<file path="src/design/pfls_pkg.sv">
// ----------------------------------------------------------------------------
// pfls_pkg
// Shared types and codes of the priority flow link scheduler.
// ----------------------------------------------------------------------------
package pfls_pkg;

   // event kinds
   localparam logic FUNC_ARRIVE = 1'b0;
   localparam logic FUNC_FINISH = 1'b1;

   typedef struct packed {
      logic        func;
      logic [7:0]  flow_id;
      logic [7:0]  priority_req;
      logic [15:0] arrival_time;
      logic [15:0] duration;
   } req_type;

   typedef struct packed {
      logic        granted;
      logic [7:0]  granted_flow;
      logic [15:0] granted_duration;
      logic        dropped;
      logic [4:0]  waiting_count;
   } rsp_type;

   // ordering key: a plain unsigned compare of the packed word gives
   // priority, then arrival, then duration, then flow id
   typedef struct packed {
      logic [7:0]  prio;
      logic [15:0] arrival;
      logic [15:0] duration;
      logic [7:0]  flow;
   } key_type;

endpackage

</file>
<file path="src/design/priority_flow_link_scheduler.sv">
// ----------------------------------------------------------------------------
// priority_flow_link_scheduler
// Non-preemptive priority scheduler for one shared link.
// ----------------------------------------------------------------------------
// Each request beat is an event: a flow arrival (stored in the lowest free
// slot, or dropped and flagged when all QUEUE_DEPTH slots are taken) or a
// link-finished notice. After every event, if the link is idle and flows
// wait, the best flow is granted: smallest priority number, then earliest
// arrival, then shortest duration, then smallest id, lowest slot on a full
// tie. Every event produces exactly one response beat. An event that grants
// nothing goes straight to the post state, which loads the response
// register; an event that grants first runs a sweep in the scan state that
// reads the slot RAM one entry per cycle through its single read port, then
// the post state. A still-stalled previous response beat holds the post
// state until the output register is free or being emptied. A new request
// is taken as soon as the previous response has been loaded into the
// output register, even while that beat is still stalled downstream. Slot
// contents live in the RAM; only the valid bits, occupancy, link state and
// the state machine and sweep and handshake control flags are flops cleared
// by reset, so no clearing pass is needed.
// ----------------------------------------------------------------------------
module priority_flow_link_scheduler
   import pfls_pkg::*;
#(
   parameter int QUEUE_DEPTH = 16
) (
   input  logic    clock,
   input  logic    reset,
   input  logic    req_valid,
   output logic    req_stall,
   input  req_type req_data,
   output logic    rsp_valid,
   input  logic    rsp_stall,
   output rsp_type rsp_data
);

   localparam int IDX_W = (QUEUE_DEPTH > 1) ? $clog2(QUEUE_DEPTH) : 1;
   localparam int OCC_W = $clog2(QUEUE_DEPTH + 1);
   localparam logic [IDX_W-1:0] LAST_IDX = IDX_W'(QUEUE_DEPTH - 1);

   localparam logic [1:0] ST_IDLE = 2'd0;
   localparam logic [1:0] ST_SCAN = 2'd1;
   localparam logic [1:0] ST_POST = 2'd2;

   logic [1:0]             state_ff, state_in;
   logic [QUEUE_DEPTH-1:0] valid_ff, valid_in;
   logic [OCC_W-1:0]       occ_ff, occ_in;
   logic                   busy_ff, busy_in;

   // sweep control
   logic [IDX_W-1:0]       scan_idx_ff, scan_idx_in;
   logic                   issued_ff, issued_in;
   logic                   cmp_vld_ff, cmp_vld_in;
   logic [IDX_W-1:0]       cmp_idx_ff, cmp_idx_in;
   logic                   found_ff, found_in;
   logic [IDX_W-1:0]       best_idx_ff, best_idx_in;
   key_type                best_key_ff, best_key_in;

   // result staging and output register
   rsp_type                res_ff, res_in;
   logic                   rsp_valid_ff, rsp_valid_in;
   rsp_type                rsp_data_ff, rsp_data_in;

   // slot RAM ports
   logic                   wr_en;
   logic [IDX_W-1:0]       wr_addr;
   key_type                wr_key;
   key_type                rd_key;

   // lowest free slot
   logic                   free_any;
   logic [IDX_W-1:0]       free_idx;

   logic                   take;
   logic [IDX_W-1:0]       win_idx;
   key_type                win_key;
   logic [OCC_W-1:0]       occ_after;
   logic                   busy_after;

   pfls_slot_ram #(
      .DEPTH (QUEUE_DEPTH)
   ) u_ram (
      .clock   (clock),
      .wr_en   (wr_en),
      .wr_addr (wr_addr),
      .wr_key  (wr_key),
      .rd_addr (scan_idx_ff),
      .rd_key  (rd_key)
   );

   always_comb begin
      free_any = 1'b0;
      free_idx = '0;
      for (int i = QUEUE_DEPTH - 1; i >= 0; i--) begin
         if (!valid_ff[i]) begin
            free_any = 1'b1;
            free_idx = IDX_W'(i);
         end
      end
   end

   // compare stage: candidate from the RAM against the best so far
   assign take    = cmp_vld_ff && valid_ff[cmp_idx_ff] &&
                    (!found_ff || (rd_key < best_key_ff));
   assign win_idx = take ? cmp_idx_ff : best_idx_ff;
   assign win_key = take ? rd_key : best_key_ff;

   assign req_stall = (state_ff != ST_IDLE);
   assign rsp_valid = rsp_valid_ff;
   assign rsp_data  = rsp_data_ff;

   always_comb begin
      state_in     = state_ff;
      valid_in     = valid_ff;
      occ_in       = occ_ff;
      busy_in      = busy_ff;
      scan_idx_in  = scan_idx_ff;
      issued_in    = issued_ff;
      cmp_vld_in   = 1'b0;
      cmp_idx_in   = scan_idx_ff;
      found_in     = found_ff;
      best_idx_in  = best_idx_ff;
      best_key_in  = best_key_ff;
      res_in       = res_ff;
      rsp_valid_in = rsp_valid_ff;
      rsp_data_in  = rsp_data_ff;
      wr_en        = 1'b0;
      wr_addr      = free_idx;
      wr_key       = '{prio:     req_data.priority_req,
                       arrival:  req_data.arrival_time,
                       duration: req_data.duration,
                       flow:     req_data.flow_id};
      occ_after    = occ_ff;
      busy_after   = busy_ff;

      // drop the output beat once taken
      if (rsp_valid_ff && !rsp_stall) begin
         rsp_valid_in = 1'b0;
      end

      case (state_ff)
         ST_IDLE: begin
            if (req_valid) begin
               res_in = '0;
               if (req_data.func == FUNC_ARRIVE) begin
                  if (free_any) begin
                     wr_en              = 1'b1;
                     valid_in[free_idx] = 1'b1;
                     occ_after          = occ_ff + OCC_W'(1);
                  end else begin
                     res_in.dropped = 1'b1;
                  end
               end else begin
                  busy_after = 1'b0;
               end
               occ_in  = occ_after;
               busy_in = busy_after;
               if (!busy_after && (occ_after != '0)) begin
                  // start a sweep over the table
                  state_in    = ST_SCAN;
                  scan_idx_in = '0;
                  issued_in   = 1'b0;
                  found_in    = 1'b0;
               end else begin
                  res_in.waiting_count = 5'(occ_after);
                  state_in             = ST_POST;
               end
            end
         end

         ST_SCAN: begin
            // issue one read per cycle
            if (!issued_ff) begin
               cmp_vld_in = 1'b1;
               cmp_idx_in = scan_idx_ff;
               if (scan_idx_ff == LAST_IDX) begin
                  issued_in = 1'b1;
               end else begin
                  scan_idx_in = scan_idx_ff + IDX_W'(1);
               end
            end
            if (take) begin
               found_in    = 1'b1;
               best_idx_in = cmp_idx_ff;
               best_key_in = rd_key;
            end
            // last compare: grant the winner
            if (cmp_vld_ff && (cmp_idx_ff == LAST_IDX)) begin
               valid_in[win_idx]       = 1'b0;
               occ_in                  = occ_ff - OCC_W'(1);
               busy_in                 = 1'b1;
               res_in.granted          = 1'b1;
               res_in.granted_flow     = win_key.flow;
               res_in.granted_duration = win_key.duration;
               res_in.waiting_count    = 5'(occ_ff - OCC_W'(1));
               state_in                = ST_POST;
            end
         end

         ST_POST: begin
            // load the output register when it is free or being emptied
            if (!rsp_valid_ff || !rsp_stall) begin
               rsp_valid_in = 1'b1;
               rsp_data_in  = res_ff;
               state_in     = ST_IDLE;
            end
         end

         default: begin
            state_in = ST_IDLE;
         end
      endcase
   end

   always_ff @(posedge clock) begin
      if (reset) begin
         state_ff     <= ST_IDLE;
         valid_ff     <= '0;
         occ_ff       <= '0;
         busy_ff      <= 1'b0;
         issued_ff    <= 1'b0;
         cmp_vld_ff   <= 1'b0;
         found_ff     <= 1'b0;
         rsp_valid_ff <= 1'b0;
      end else begin
         state_ff     <= state_in;
         valid_ff     <= valid_in;
         occ_ff       <= occ_in;
         busy_ff      <= busy_in;
         issued_ff    <= issued_in;
         cmp_vld_ff   <= cmp_vld_in;
         found_ff     <= found_in;
         rsp_valid_ff <= rsp_valid_in;
      end
   end

   always_ff @(posedge clock) begin
      scan_idx_ff <= scan_idx_in;
      cmp_idx_ff  <= cmp_idx_in;
      best_idx_ff <= best_idx_in;
      best_key_ff <= best_key_in;
      res_ff      <= res_in;
      rsp_data_ff <= rsp_data_in;
   end

endmodule

</file>
<file path="src/design/pfls_slot_ram.sv">
// ----------------------------------------------------------------------------
// pfls_slot_ram
// Slot table storage: one write port, one read port, registered read data.
// ----------------------------------------------------------------------------
module pfls_slot_ram
   import pfls_pkg::*;
#(
   parameter int DEPTH = 16
) (
   input  logic                                 clock,
   input  logic                                 wr_en,
   input  logic [((DEPTH > 1) ? $clog2(DEPTH) : 1)-1:0] wr_addr,
   input  key_type                              wr_key,
   input  logic [((DEPTH > 1) ? $clog2(DEPTH) : 1)-1:0] rd_addr,
   output key_type                              rd_key
);

   key_type mem [DEPTH];
   key_type rd_key_ff;

   always_ff @(posedge clock) begin
      if (wr_en) begin
         mem[wr_addr] <= wr_key;
      end
      rd_key_ff <= mem[rd_addr];
   end

   assign rd_key = rd_key_ff;

endmodule

</file>
<file path="config.mk">
export PLATFORM = sky130hd
export DESIGN_NAME = priority_flow_link_scheduler
export DESIGN_NICKNAME = d
export VERILOG_FILES = /design/src/design/pfls_pkg.sv /design/src/design/priority_flow_link_scheduler.sv /design/src/design/pfls_slot_ram.sv
export SDC_FILE = /design/constraint.sdc
export NUM_CORES = 1
export LEC_CHECK = 0
export BUFFER_PORTS_ARGS = -buffer_cell sky130_fd_sc_hd__clkbuf_2
export CAP_MARGIN = 25
export CORE_AREA = 2 2 318 398
export DETAILED_ROUTE_END_ITERATION = 10
export DIE_AREA = 0 0 320 400
export GPL_TIMING_DRIVEN = 0
export PLACE_DENSITY = 0.49
export SLEW_MARGIN = 15
export SYNTH_ARGS = -nofsm -noshare
export SYNTH_HDL_FRONTEND = slang
export SYNTH_HIERARCHICAL = 1
export SYNTH_SLANG_ARGS = --single-unit
</file>
<file path="constraint.sdc">
create_clock -name clock -period 7.15 [get_ports clock]
set_input_delay 0.715 -clock clock [delete_from_list [all_inputs] [get_ports clock]]
set_output_delay 0.715 -clock clock [all_outputs]
set_load 0.1 [all_outputs]
</file>
After elaboration in Yosys (flattened, before gate mapping):

Memories as Yosys holds them, arrays and structs flattened. A register that Yosys moved wholly into a read port is not among the register bits.
Index checks and enable logic that the tools add are counted.

* equal/unequal tests: 13
* multiplexer cells: 92
* order comparisons: 6
* reduce and logical (&&, ||, !) cells: 27
* add/sub/neg operators: 3
* bitwise logic cells: 4

Operators with widths (number)
* 4-bit 2-to-1 mux: 21
* 16-bit 2-to-1 mux: 4
* 25-bit case mux with 2 select lines: 1
* 48-bit less-than comparator: 1
* 1-bit 2-to-1 mux: 41
* 5-bit 2-to-1 mux: 7
* 16-bit case mux with 2 select lines: 1
* 31-bit 2-to-1 mux: 1
* 25-bit 2-to-1 mux: 1
* 24-bit 2-to-1 mux: 1
* 5-bit case mux with 2 select lines: 2
* 2-bit inequality test, second input constant: 9
* 16-bit AND: 1
* 16-bit inverter: 1
* 16-bit bitwise OR: 1
* 4-bit by 5-bit less-than comparator with 1-bit output, second input constant: 3
* 5-bit AND reduction: 2
* 3-bit AND reduction: 3
* 1-bit demux with 4-bit select: 2
* 4-bit == test, second input constant: 2
* 4-bit by 1-bit >= comparator with 1-bit output, second input constant: 2
* 2-bit 2-to-1 mux: 4
* 4-bit case mux with 2 select lines: 1
* 1-bit logical AND: 7
* other kinds (17): 26

* memories kept: 1
* logic and storage cells: 171
* bits in writable memories: 768
* bits in registers: 150
* input port bits: 53
* output and inout bits: 33

Memories
* u_ram.mem: words 16, bits a word 48, read ports 1, clocked after Yosys merged registers in 1, write ports 1, RTL line pfls_slot_ram.sv:18 `key_type mem [DEPTH];`

Logic depth before layout (Yosys ltp):

Gate-level depths: netlist (run 1).

* word-level depth: 25
* depth in mapped cells: 12

By module:

The synthesis (run 1) kept the hierarchy.

Modules (own cells, without submodules)
* pfls_slot_ram: instances 1, cells an instance 1242, area each 29694.7 um2
* priority_flow_link_scheduler: instances 1, cells an instance 625, area each 7372.1 um2

Worst setup path before layout (run 1):

No wires, ideal clock.

* path type: input to register
* start point: in req_data[48] in the netlist's numbering
* end point: mem u_ram/mem[0][0] in the netlist's numbering, enable pin
* data arrival time: 5.237 ns
* setup time: 0.513 ns
* required time: 6.637 ns
* stages: 6
* path slack: 1.400 ns
* cell sequence: inv_1 -> o41a_1 -> clkbuf_1 -> and2_1 -> or3b_2 -> nor3_1

* word-level cells in the longest chain between the ends: 5

Ends and longest elaborated chain
* start, declared: RTL line priority_flow_link_scheduler.sv:31 `input req_type req_data,`
* 1-bit 2-to-1 mux: RTL line priority_flow_link_scheduler.sv:145 `if (req_data.func == FUNC_ARRIVE) begin`
* 1-bit 2-to-1 mux: RTL line priority_flow_link_scheduler.sv:143 `if (req_valid) begin`
* 1-bit 2-to-1 mux: RTL line priority_flow_link_scheduler.sv:141 `case (state_ff)`
* via wr_en: RTL line priority_flow_link_scheduler.sv:65 `logic wr_en;`
* 1-bit 2-to-1 mux: RTL line pfls_slot_ram.sv:22 `if (wr_en) begin`
* 1-bit 2-to-1 mux (implied by the code): RTL line pfls_slot_ram.sv:23 `mem[wr_addr] <= wr_key;`
* end, declared: RTL line pfls_slot_ram.sv:18

The timed path passes the listed nets, and every way through them passes these cells.

Worst setup path in the final report (run 1):

* start point: reg valid_ff[0]
* end point: mem u_ram/mem[0][28] in the netlist's numbering, enable pin

* word-level cells in the longest chain between the ends: 7
* elaborated cells between the ends (all ways): 8
* classes of those cells: mux (8)

Ends and longest elaborated chain
* start, declared: RTL line priority_flow_link_scheduler.sv:46 `logic [QUEUE_DEPTH-1:0] valid_ff, valid_in;`
* start signal, assigned: RTL line priority_flow_link_scheduler.sv:227 `valid_ff <= valid_in;`
* 1-bit 2-to-1 mux: RTL line priority_flow_link_scheduler.sv:95 `if (!valid_ff[i]) begin`
* 1-bit 2-to-1 mux: RTL line priority_flow_link_scheduler.sv:146 `if (free_any) begin`
* 1-bit 2-to-1 mux: RTL line priority_flow_link_scheduler.sv:145
* 1-bit 2-to-1 mux: RTL line priority_flow_link_scheduler.sv:143
* 1-bit 2-to-1 mux: RTL line priority_flow_link_scheduler.sv:141
* via wr_en: RTL line priority_flow_link_scheduler.sv:65
* 1-bit 2-to-1 mux: RTL line pfls_slot_ram.sv:22
* 1-bit 2-to-1 mux (implied by the code): RTL line pfls_slot_ram.sv:23

The timed path passes the listed nets, and every way through them passes these cells.

==> impl_results.md, run 1 <==
* Port Buf Inserts at 83
* DR WL/cell at 23.71 um
* Iter 0 DRT Violations at 1482
* DR DRC count at 0
* Crit start category: flip-flop
* GR Overflow Total at 0
* Die ar. at 128000 um^2
* Fin crit share at 0.5440
* WS Path Type: reg2reg
* # fillers at 11548
* Number of global-route vias before repair at 19781
* Share of layout cells above drive strength 1 at 0.2633
* Total routed wirelength at 90.61 mm
* Max Fclk at 257.1 MHz
* Worst path arrival time at 4.24 ns
* Post-CTS Setup Inserts at 0
* Num CTS Buffers at 100
* I/O pin cnt at 86
* Antenna viol nets, final at 0
* First-pass iteration count of the detailed router at 5
* Pwr Density at 355.0 nW/um^2
* Met3 GRT Util at 0.02510
* First-pass GRT wire length at 133.0 mm
* Endpoint type of the worst setup path: flip-flop
* Clock Tree Root: clkbuf_16
* Worst IR Drop VDD at 0.1825 mV
* Pleak at 14.42 nW
* Count leader, synth: edfxtp_1
* RSZ-0062 raised after global routing: false
* P&R area growth vs syn at 19.04%
* Required @ worst endpoint at 7.50 ns
* Initial antenna violation count at 11
* Yosys reg bits at 966
* Max Slew Vio Count at 0
* Worst hold path type: in2reg
* Largest cells by area after synthesis: edfxtp_1, mux4_2, dfxtp_1
* Ys Warns at 6
* Worst-path clk slew at 0.06 ns
* Initial Utilization at 0.2978
* Cts hold-fix bufs at 0
* PostCTS Resize Cnt at 0
* Worst-margin pin slew at 1.056 ns
* Die Width at 320 um
* Num Clock Sinks at 966
* Crit-path max FO at 10
* Min Tclk post-route at 3.890 ns
* GPL Wtd Cong at 0.7749
* Vias per cell at 4.892
* Most instantiated cells after synthesis: edfxtp_1, mux4_2, a22oi_1
* Rel. slew slack at 0.2963
* # rows at 145
* Met1 usage at 0.1775
* Vias at 18692
* CTS tree: yes
* DP Wirelength at 60.50 mm
* Synthesized area at 37070 um^2
* Final Hold Vio Count at 0
* MaxCap Viol Count at 0
* Largest net degree at the start of global routing at 25
* Main synth FF type: edfxtp_1
* Met2 Usage GRT at 0.2484
* Storage element area at 28210 um^2
* Seq/Total Area, Yosys at 0.7610
* WHS at 0.3860 ns
* Core area at 124500 um^2
* Clock Latency Late Sink at 0.67 ns
* H-tree depth at 3
* Clock tree buffer depth at 3
* Overall Global Routing Usage at 0.1415
* Fin Clk Skew at 0.02749 ns
* Post-synthesis cell count at 1867
* Post-synth top area cell: edfxtp_1
* Total Power at 0.01566 W
* Synthesized Nets at 1970
* Synth async-reset ratio at 0
* Gr busiest metal: met2
* Post-synth top area share at 0.7178
* Netlist cell types at 62
* Final net count at 2222
* Die Y at 400 um
* Outcome: completed
* Multi-input logic area at 8320 um^2
* Final setup viols at 0
* Number of synthesized flops with an enable pin at 886
* Avg Inst Size Synth at 19.85 um^2
==> critical path, cell delays in order (launching register included) <==
cell and delay (ns):
dfxtp_1 0.30, clkbuf_1 0.18, nand4_1 0.21, o41a_1 0.29
clkbuf_1 0.38, and2_1 0.37, or3b_2 0.61, nor3_2 0.51
buf_6 0.25, buf_4 0.23, buf_4 0.23
==> report_power, final <==
group | internal [W] | switching (W) | leakage [nW] | total (W)
sequential | 0.00660 | 0.000191 | 8.69 | 0.00679
combinational | 0.00141 | 0.00221 | 4.11 | 0.00363
clock | 0.00308 | 0.00216 | 1.62 | 0.00524
total | 0.0111 | 0.00457 | 14.4 | 0.0157
==> layout make-up <==
class                      count  area share
antenna                        1  0.00005671
buffer                        87    0.009925
clock buffer                 135     0.06270
clock inverter                51     0.01253
inverter                      62    0.005274
multi-input combinational    752      0.1886
sequential                   966      0.6393
tap                         1617     0.04585
timing repair buffer         150     0.03581
==> logic make-up after synthesis <==
logic type	count (synthesis)	synth area share
DFF	966	0.7610
and+or+nand+nor	250	0.03274
muxes	231	0.1288
AOI/OAI and AO/OA	211	0.04024
buffers and inverters	149	0.01803
adders and majority gates	50	0.01688
xor gates and xnor gates	10	0.002363
==> sequential cells by signal, indices dropped and copies added (netlist names) <==
name          count
best_idx_ff       4
best_key_ff      48
busy_ff           1
cmp_idx_ff        4
cmp_vld_ff        1
found_ff          1
issued_ff         1
occ_ff            5
res_ff           31
rsp_data         31
rsp_valid         1
scan_idx_ff       4
state_ff          2
u_ram/mem       768
u_ram/rd_key     48
valid_ff         16
==> layout by cell type (no fill, tap or decap), drive strengths merged, types with 5 or more instances in the layout <==
| cell type | instances |
|---|---|
| a31oi | 14 |
| a311oi | 5 |
| mux2i | 10 |
| o21ai | 19 |
| nor2 | 45 |
| nand3 | 15 |
| edfxtp | 886 |
| xnor2 | 6 |
| nand2 | 94 |
| nor3 | 15 |
| bufinv | 10 |
| clkinv | 35 |
| buf | 110 |
| and3 | 5 |
| nand4 | 13 |
| mux4 | 194 |
| a211oi | 14 |
| a21oi | 30 |
| mux2 | 27 |
| clkbuf | 262 |
| nand3b | 12 |
| and2 | 29 |
| dfxtp | 80 |
| ha | 50 |
| nand2b | 7 |
| a22oi | 97 |
| inv | 65 |
==> worst paths after layout <==
kind	from	end	slack, ns	cells past startpoint
worst max register to register	valid_ff[0]	u_ram/mem[0][28]	3.26	10
worst max-delay path	valid_ff[0]	u_ram/mem[0][28]	3.26	10
worst min register to register	res_ff[9]	rsp_data[9]	0.41	0
worst min-delay path	rsp_stall	rsp_valid	0.39	3
==> per-layer routing <==
metal  part of all wire  up-vias
met4              0.024        6
met2               0.51      524
li1                   -     8144
met3              0.053      143
met5            0.00041        -
met1               0.41     9875
==> metrics by stage <==
stage | util | setup TNS, ns | instances | worst slack (ns) | instance area [um^2]
finish | 0.3545 | 0 | 3821 | 3.260 | 44120
global route | 0.3545 | 0 | 3820 | 3.036 | 44120
CTS | 0.3545 | 0 | 3820 | 3.283 | 44120
detailed placement | 0.3278 | 0 | 3634 | 3.112 | 40800
global placement | 0.3174 | -823.82 | 3567 | -3.707 | 39510
floorplan | - | 0 | 1867 | 1.400 | 37070
No activity file was read; power rests on OpenSTA's default activity.
==> run 2: changes to the inputs <==
clock period = 3.7 ns   (was 7.15 ns; I/O delays follow)
==> run 2 against run 1 <==
Wire length fell by 1.6%. Via count decreased by 0.31%. Hold slack worse by 0.28 ns. Flip-flop and latch count unchanged.
==> impl_results.md, run 2 (synthesis gave the netlist of run 1 again) <==
* Outcome: completed
* WS Path Type: reg2reg
* Fin crit share at 0.9817 (+0.4376)
* Clock Latency Late Sink at 0.67 ns (about the same)
* Num Clock Sinks at 966 (unchanged)
* Initial Utilization at 0.2978 (unchanged)
* Biggest register: u_ram/mem
* Min Tclk post-route at 3.632 ns (-0.2576 ns)
* Iter 0 DRT Violations at 1353 (-8.7%)
* MaxCap Viol Count at 0 (unchanged)
* Multi-input logic area at 8346 um^2 (+0.30%)
* Worst hold path type: in2reg
* R2R cell count at 11 (+1)
* Max Fclk at 275.3 MHz (+7.1%)
* Fin Clk Skew at 0.03538 ns (+0.007890 ns)
* Total routed wirelength at 89.16 mm (-1.6%)
* # fillers at 11501 (-0.41%)
* Number of flip-flops in the largest register at 768 (unchanged)
* Int Power at 0.02155 W (+94%)
* Crit-path max FO at 10 (unchanged)
* First-pass iteration count of the detailed router at 5 (unchanged)
* Worst-margin pin slew at 1.002 ns (-0.05393 ns)
* Worst path arrival time at 4.14 ns (-0.10 ns)
* Most frequent cells in the layout: edfxtp_1, mux4_2, clkbuf_16
* Share of layout cells above drive strength 1 at 0.2706 (+0.007359)
* Initial antenna violation count at 7 (-4)
* Rel. slew slack at 0.3323 (+0.03595)
* Vias per cell at 4.860 (-0.65%)
* Place WS at -0.1000 ns (-3.212 ns)
* DP Wirelength at 58.12 mm (-3.9%)
* Number of global-route vias before repair at 19524 (-1.3%)
* Largest net degree at the start of global routing at 26 (+4.0%)
* Vias at 18634 (-0.31%)
* GPL Wtd Cong at 0.7790 (+0.53%)
* Ant diodes at 0 (-1)
* Die Y at 400 um (unchanged)
* I/O pin cnt at 86 (unchanged)
* Die Width at 320 um (unchanged)
* CTS tree: yes
* Antenna viol nets, final at 0 (unchanged)
* Max Slew Vio Count at 0 (unchanged)
* Storage element area at 28210 um^2 (unchanged)
* R2r setup slk at 0.07 ns (-3.19 ns)
* Clock tree buffer depth at 3 (unchanged)
* Worst IR Drop VDD at 0.3646 mV (+100%)
* WHS at 0.1055 ns (-0.2805 ns)
* Logic pwr share at 0.230 (-0.002)
* P_sw at 0.008771 W (+92%)
* DR WL/cell at 23.26 um (-1.9%)
* Final design utilization at 0.3558 (+0.001287)
* Commonest non-fill, non-tap cell in the layout: edfxtp_1
* Core area at 124500 um^2 (unchanged)
* Worst r2r dst: valid_ff[5]
* Required @ worst endpoint at 4.20 ns (-3.30 ns)
* First-pass GRT wire length at 129.8 mm (-2.4%)
* Critical Path Sink: valid_ff[5]
* Final net count at 2238 (+0.72%)
* Switching share of power at 0.2892 (-0.002430)
* Worst R2R Start: best_key_ff[13]
* Crit path from: best_key_ff[13]
* Worst-path clk slew at 0.06 ns (about the same)
* Die ar. at 128000 um^2 (unchanged)
* Pleak at 14.48 nW (+0.43%)
* Fin worst setup slack at 0.06775 ns (-3.192 ns)
* GR Overflow Total at 0 (unchanged)
* H-tree depth at 3 (unchanged)
* Port Buf Inserts at 83 (unchanged)
* # rows at 145 (unchanged)
* Clock Tree Root: clkbuf_16
* Crit start category: flip-flop
* DR DRC count at 0 (unchanged)
* Overall Global Routing Usage at 0.1383 (-0.003246)
* Sequential Power Share at 0.433 (about the same)
* Final Hold Vio Count at 0 (unchanged)
* P&R area growth vs syn at 19.47%
* Endpoint type of the worst setup path: flip-flop
* Final setup viols at 0 (unchanged)
* Clock share of power at 0.337 (+0.002)
* RSZ-0062 raised after global routing: false
* Pwr Density at 684.8 nW/um^2 (+93%)
* Num CTS Buffers at 102 (+2.0%)
==> run 2: per-stage QoR <==
step / TNS (ns) / area [um^2] / std cells / total power, W
2_1_floorplan: -109.45 / 37130 / 1867 / 0.01805
3_3_place_gp: -1628.23 / 39570 / 3567 / 0.02026
3_5_place_dp: -3.952 / 40540 / 3614 / 0.02047
4_1_cts: 0 / 43960 / 3804 / 0.03075
5_1_grt: 0 / 44280 / 3834 / 0.03162
6_report: 0 / 44280 / 3834 / 0.03033
==> run 2: per-layer routing <==
layer | GRT usage | vias up | part of all wire
met5 | 0 | - | 0.00062
met4 | 0.04133 | 8 | 0.024
met3 | 0.02212 | 129 | 0.048
met2 | 0.2441 | 483 | 0.51
met1 | 0.1747 | 9839 | 0.42
li1 | - | 8175 | -
==> run 2: timing repair <==
item | CTS | global route
setup buffers | 3 | 30
hold buffers | 1 | 0
setup endpoints to repair | 49 | 286
gates resized for setup | 0 | 2
pin swaps | 3 | 9
endpoints found under the hold margin | 1 | 0
==> run 2: how the worst min path moves through the flow <==
stage | from | end | cells past startpoint
final | req_data[41] | u_ram/mem[14][1] | 1
after global routing | req_data[4] | u_ram/mem[13][12] | 1
after CTS | req_data[32] | u_ram/mem[11][40] | 1
after detailed placement | res_ff[17] | rsp_data[17] | 0
after global placement | res_ff[9] | rsp_data[9] | 0
after floorplan | res_ff[0] | rsp_data[0] | 0
==> run 2: cell type report <==
cell class                      instances  area share
Multi-Input combinational cell        752      0.1885
Clock buffer                          130     0.06442
Clock inverter                         56     0.01201
Inverter                               62    0.005255
Timing Repair Buffer                  164     0.03730
Buffer                                 87    0.009917
Sequential cell                       966      0.6370
Tap cell                             1617     0.04569
==> run 2: power by group through the flow <==
| stage | logic [W] | clock network, W | registers, W |
|---|---|---|---|
| global route | 0.00752 | 0.0109 | 0.0132 |
| global placement | 0.00687 | 0 | 0.0134 |
| finish | 0.00698 | 0.0102 | 0.0131 |
| detailed placement | 0.00710 | 0 | 0.0134 |
| floorplan | 0.00436 | 0 | 0.0137 |
| CTS | 0.00712 | 0.0105 | 0.0131 |
==> run 2: worst max-delay path: stages, from the launching register on <==
cell and delay, ns:
edfxtp_1 0.35, inv_1 0.05, ha_1 0.30, a211oi_1 0.21, o21bai_1 0.24, or4_1 0.73
a31oi_1 0.30, o21a_1 0.19, buf_6 0.17, buf_8 0.16, mux2i_1 0.58, a221oi_1 0.19
==> run 3: changes to the inputs <==
CTS_BUF_LIST = sky130_fd_sc_hd__clkbuf_8   (was unset)
==> run 3 against run 2 <==
Clock skew increased by 0.0046 ns. Clock power decreased by 11%. Flip-flop and latch count unchanged. Sequential power about the same. Critical path type unchanged. Global-route usage increased by 0.25 points.
==> impl_results.md, run 3 (synthesis gave the netlist of run 1 again) <==
* Iter 0 DRT Violations at 1403 (+3.7%)
* Commonest non-fill, non-tap cell in the layout: edfxtp_1
* Crit-path max FO at 10 (unchanged)
* MaxCap Viol Count at 0 (unchanged)
* Final net count at 2346 (+4.8%)
* Worst-margin pin slew at 0.9596 ns (-0.04199 ns)
* Vias at 19231 (+3.2%)
* Required @ worst endpoint at 4.34 ns (+0.14 ns)
* # fillers at 11568 (+0.58%)
* Initial antenna violation count at 6 (-1)
* Antenna viol nets, final at 0 (unchanged)
* Vias per cell at 4.819 (-0.86%)
* Fin Clk Skew at 0.03995 ns (+0.004566 ns)
* Final Hold Vio Count at 0 (unchanged)
* Max Fclk at 274.0 MHz (-0.46%)
* Biggest register: u_ram/mem
* Worst IR Drop VDD at 0.2655 mV (-27%)
* Outcome: completed
* Die Y at 400 um (unchanged)
* Num Clock Sinks at 966 (unchanged)
* Total routed wirelength at 90.05 mm (+1.0%)
* Core area at 124500 um^2 (unchanged)
* Final setup viols at 0 (unchanged)
* I/O pin cnt at 86 (unchanged)
* Most frequent cells in the layout: edfxtp_1, mux4_2, clkbuf_8
* Num CTS Buffers at 161 (+58%)
* Max Slew Vio Count at 0 (unchanged)
* H-tree depth at 4 (+1)
* Number of global-route vias before repair at 20187 (+3.4%)
* Worst path arrival time at 4.29 ns (+0.15 ns)
* Share of layout cells above drive strength 1 at 0.2748 (+0.004122)
* First-pass GRT wire length at 131.7 mm (+1.5%)
* DR DRC count at 0 (unchanged)
* Largest net degree at the start of global routing at 26 (unchanged)
* Worst hold path type: in2reg
* Clock Tree Root: clkbuf_8
* Number of flip-flops in the largest register at 768 (unchanged)
* Overall Global Routing Usage at 0.1407 (+0.002457)
* DP Wirelength at 58.12 mm (unchanged)
* GPL Wtd Cong at 0.7790 (unchanged)
* First-pass iteration count of the detailed router at 5 (unchanged)
* Port Buf Inserts at 83 (unchanged)
* Pwr Density at 656.9 nW/um^2 (-4.1%)
* Cell area after layout at 44520 um^2 (+0.54%)
* Die Width at 320 um (unchanged)
* P&R area growth vs syn at 20.11%
* Initial Utilization at 0.2978 (unchanged)
* DR WL/cell at 22.56 um (-3.0%)
* Min Tclk post-route at 3.649 ns (+0.01697 ns)
* Endpoint type of the worst setup path: flip-flop
* WS Path Type: reg2reg
* Pleak at 14.85 nW (+2.6%)
* CTS tree: yes
* Worst-path clk slew at 0.06 ns (about the same)
* Rel. slew slack at 0.3602 (+0.02799)
* Placed cell area at 40540 um^2 (unchanged)
* Die ar. at 128000 um^2 (unchanged)
* Storage element area at 28210 um^2 (unchanged)
* # rows at 145 (unchanged)
* WHS at 0.1549 ns (+0.04944 ns)
* Clock tree buffer depth at 3 (unchanged)
* Crit start category: flip-flop
* Multi-input logic area at 8353 um^2 (about the same)
* Clock Latency Late Sink at 0.82 ns (+0.15 ns)
* GR Overflow Total at 0 (unchanged)
* Fin crit share at 0.9863 (+0.004587)
* RSZ-0062 raised after global routing: false
## run 3: cell count changes in the layout (fill, tap and decap cells not counted), sizes merged, moves of 3 or more
cell / change
bufinv: -3
clkbuf: +49
clkinvlp: -4
dlygate4sd3: +50
inv: +65
## run 3: layout make-up
class	count	share of cell area
sequential	966	0.6336
multi-input combinational	752	0.1876
clock buffer	179	0.05534
timing repair buffer	213	0.04817
tap	1617	0.04544
clock inverter	114	0.01473
buffer	87	0.009864
inverter	62	0.005227
antenna	1	0.00005621
## run 3: where the power goes
group	total [W]	internal, W	switching (W)
clock network	0.00907	0.00486	0.00421
logic	0.00704	0.00277	0.00427
registers	0.0131	0.0128	0.000376
total	0.0292	0.0204	0.00885
## run 3: through the flow
| step | util | power (W) | std cells | setup WS [ns] | setup TNS, ns |
|---|---|---|---|---|---|
| 6_report | 0.3577 | 0.02925 | 3991 | 0.05077 | 0 |
| 5_1_grt | 0.3577 | 0.03060 | 3991 | 0.01149 | 0 |
| 4_1_cts | 0.3551 | 0.02968 | 3961 | 0.03933 | 0 |
| 3_5_place_dp | 0.3257 | 0.02047 | 3614 | -0.1000 | -3.952 |
| 3_3_place_gp | 0.3179 | 0.02026 | 3567 | -3.816 | -1628.23 |
| 2_1_floorplan | - | 0.01805 | 1867 | -0.6114 | -109.45 |
## run 3: path summary, 6_finish.rpt
check | start | endpoint | slack (ns) | cells after the start
setup / recovery | best_key_ff[13] | valid_ff[5] | 0.05 | 11
hold / removal | reset | valid_ff[11] | 0.15 | 2
setup reg to reg | best_key_ff[13] | valid_ff[5] | 0.05 | 11
hold reg to reg | res_ff[1] | rsp_data[1] | 0.40 | 0
## run 3: repair_timing
action | CTS | global route
gates resized for setup | 0 | 4
hold buffers | 51 | 0
pin swaps | 3 | 9
setup endpoints to repair | 49 | 308
hold endpoints to repair | 790 | 0
buffers inserted | 3 | 29
## run 3: layer usage
layer,vias up,share of wire,wire length (um),GRT usage
met5,-,0.00044,40,0
met4,6,0.026,2327,0.04938
met3,163,0.052,4682,0.02818
met2,585,0.51,45750,0.2450
met1,10066,0.41,37250,0.1741
li1,8411,-,-,-
## run 3: worst max-delay path: stages (launching register included)
cell and delay (ns):
edfxtp_1 0.36, inv_1 0.05, ha_1 0.30, a211oi_1 0.21, o21bai_1 0.24, or4_1 0.73, a31oi_1 0.31, o21a_1 0.19
buf_6 0.17, buf_8 0.16, mux2i_1 0.58, a221oi_1 0.20
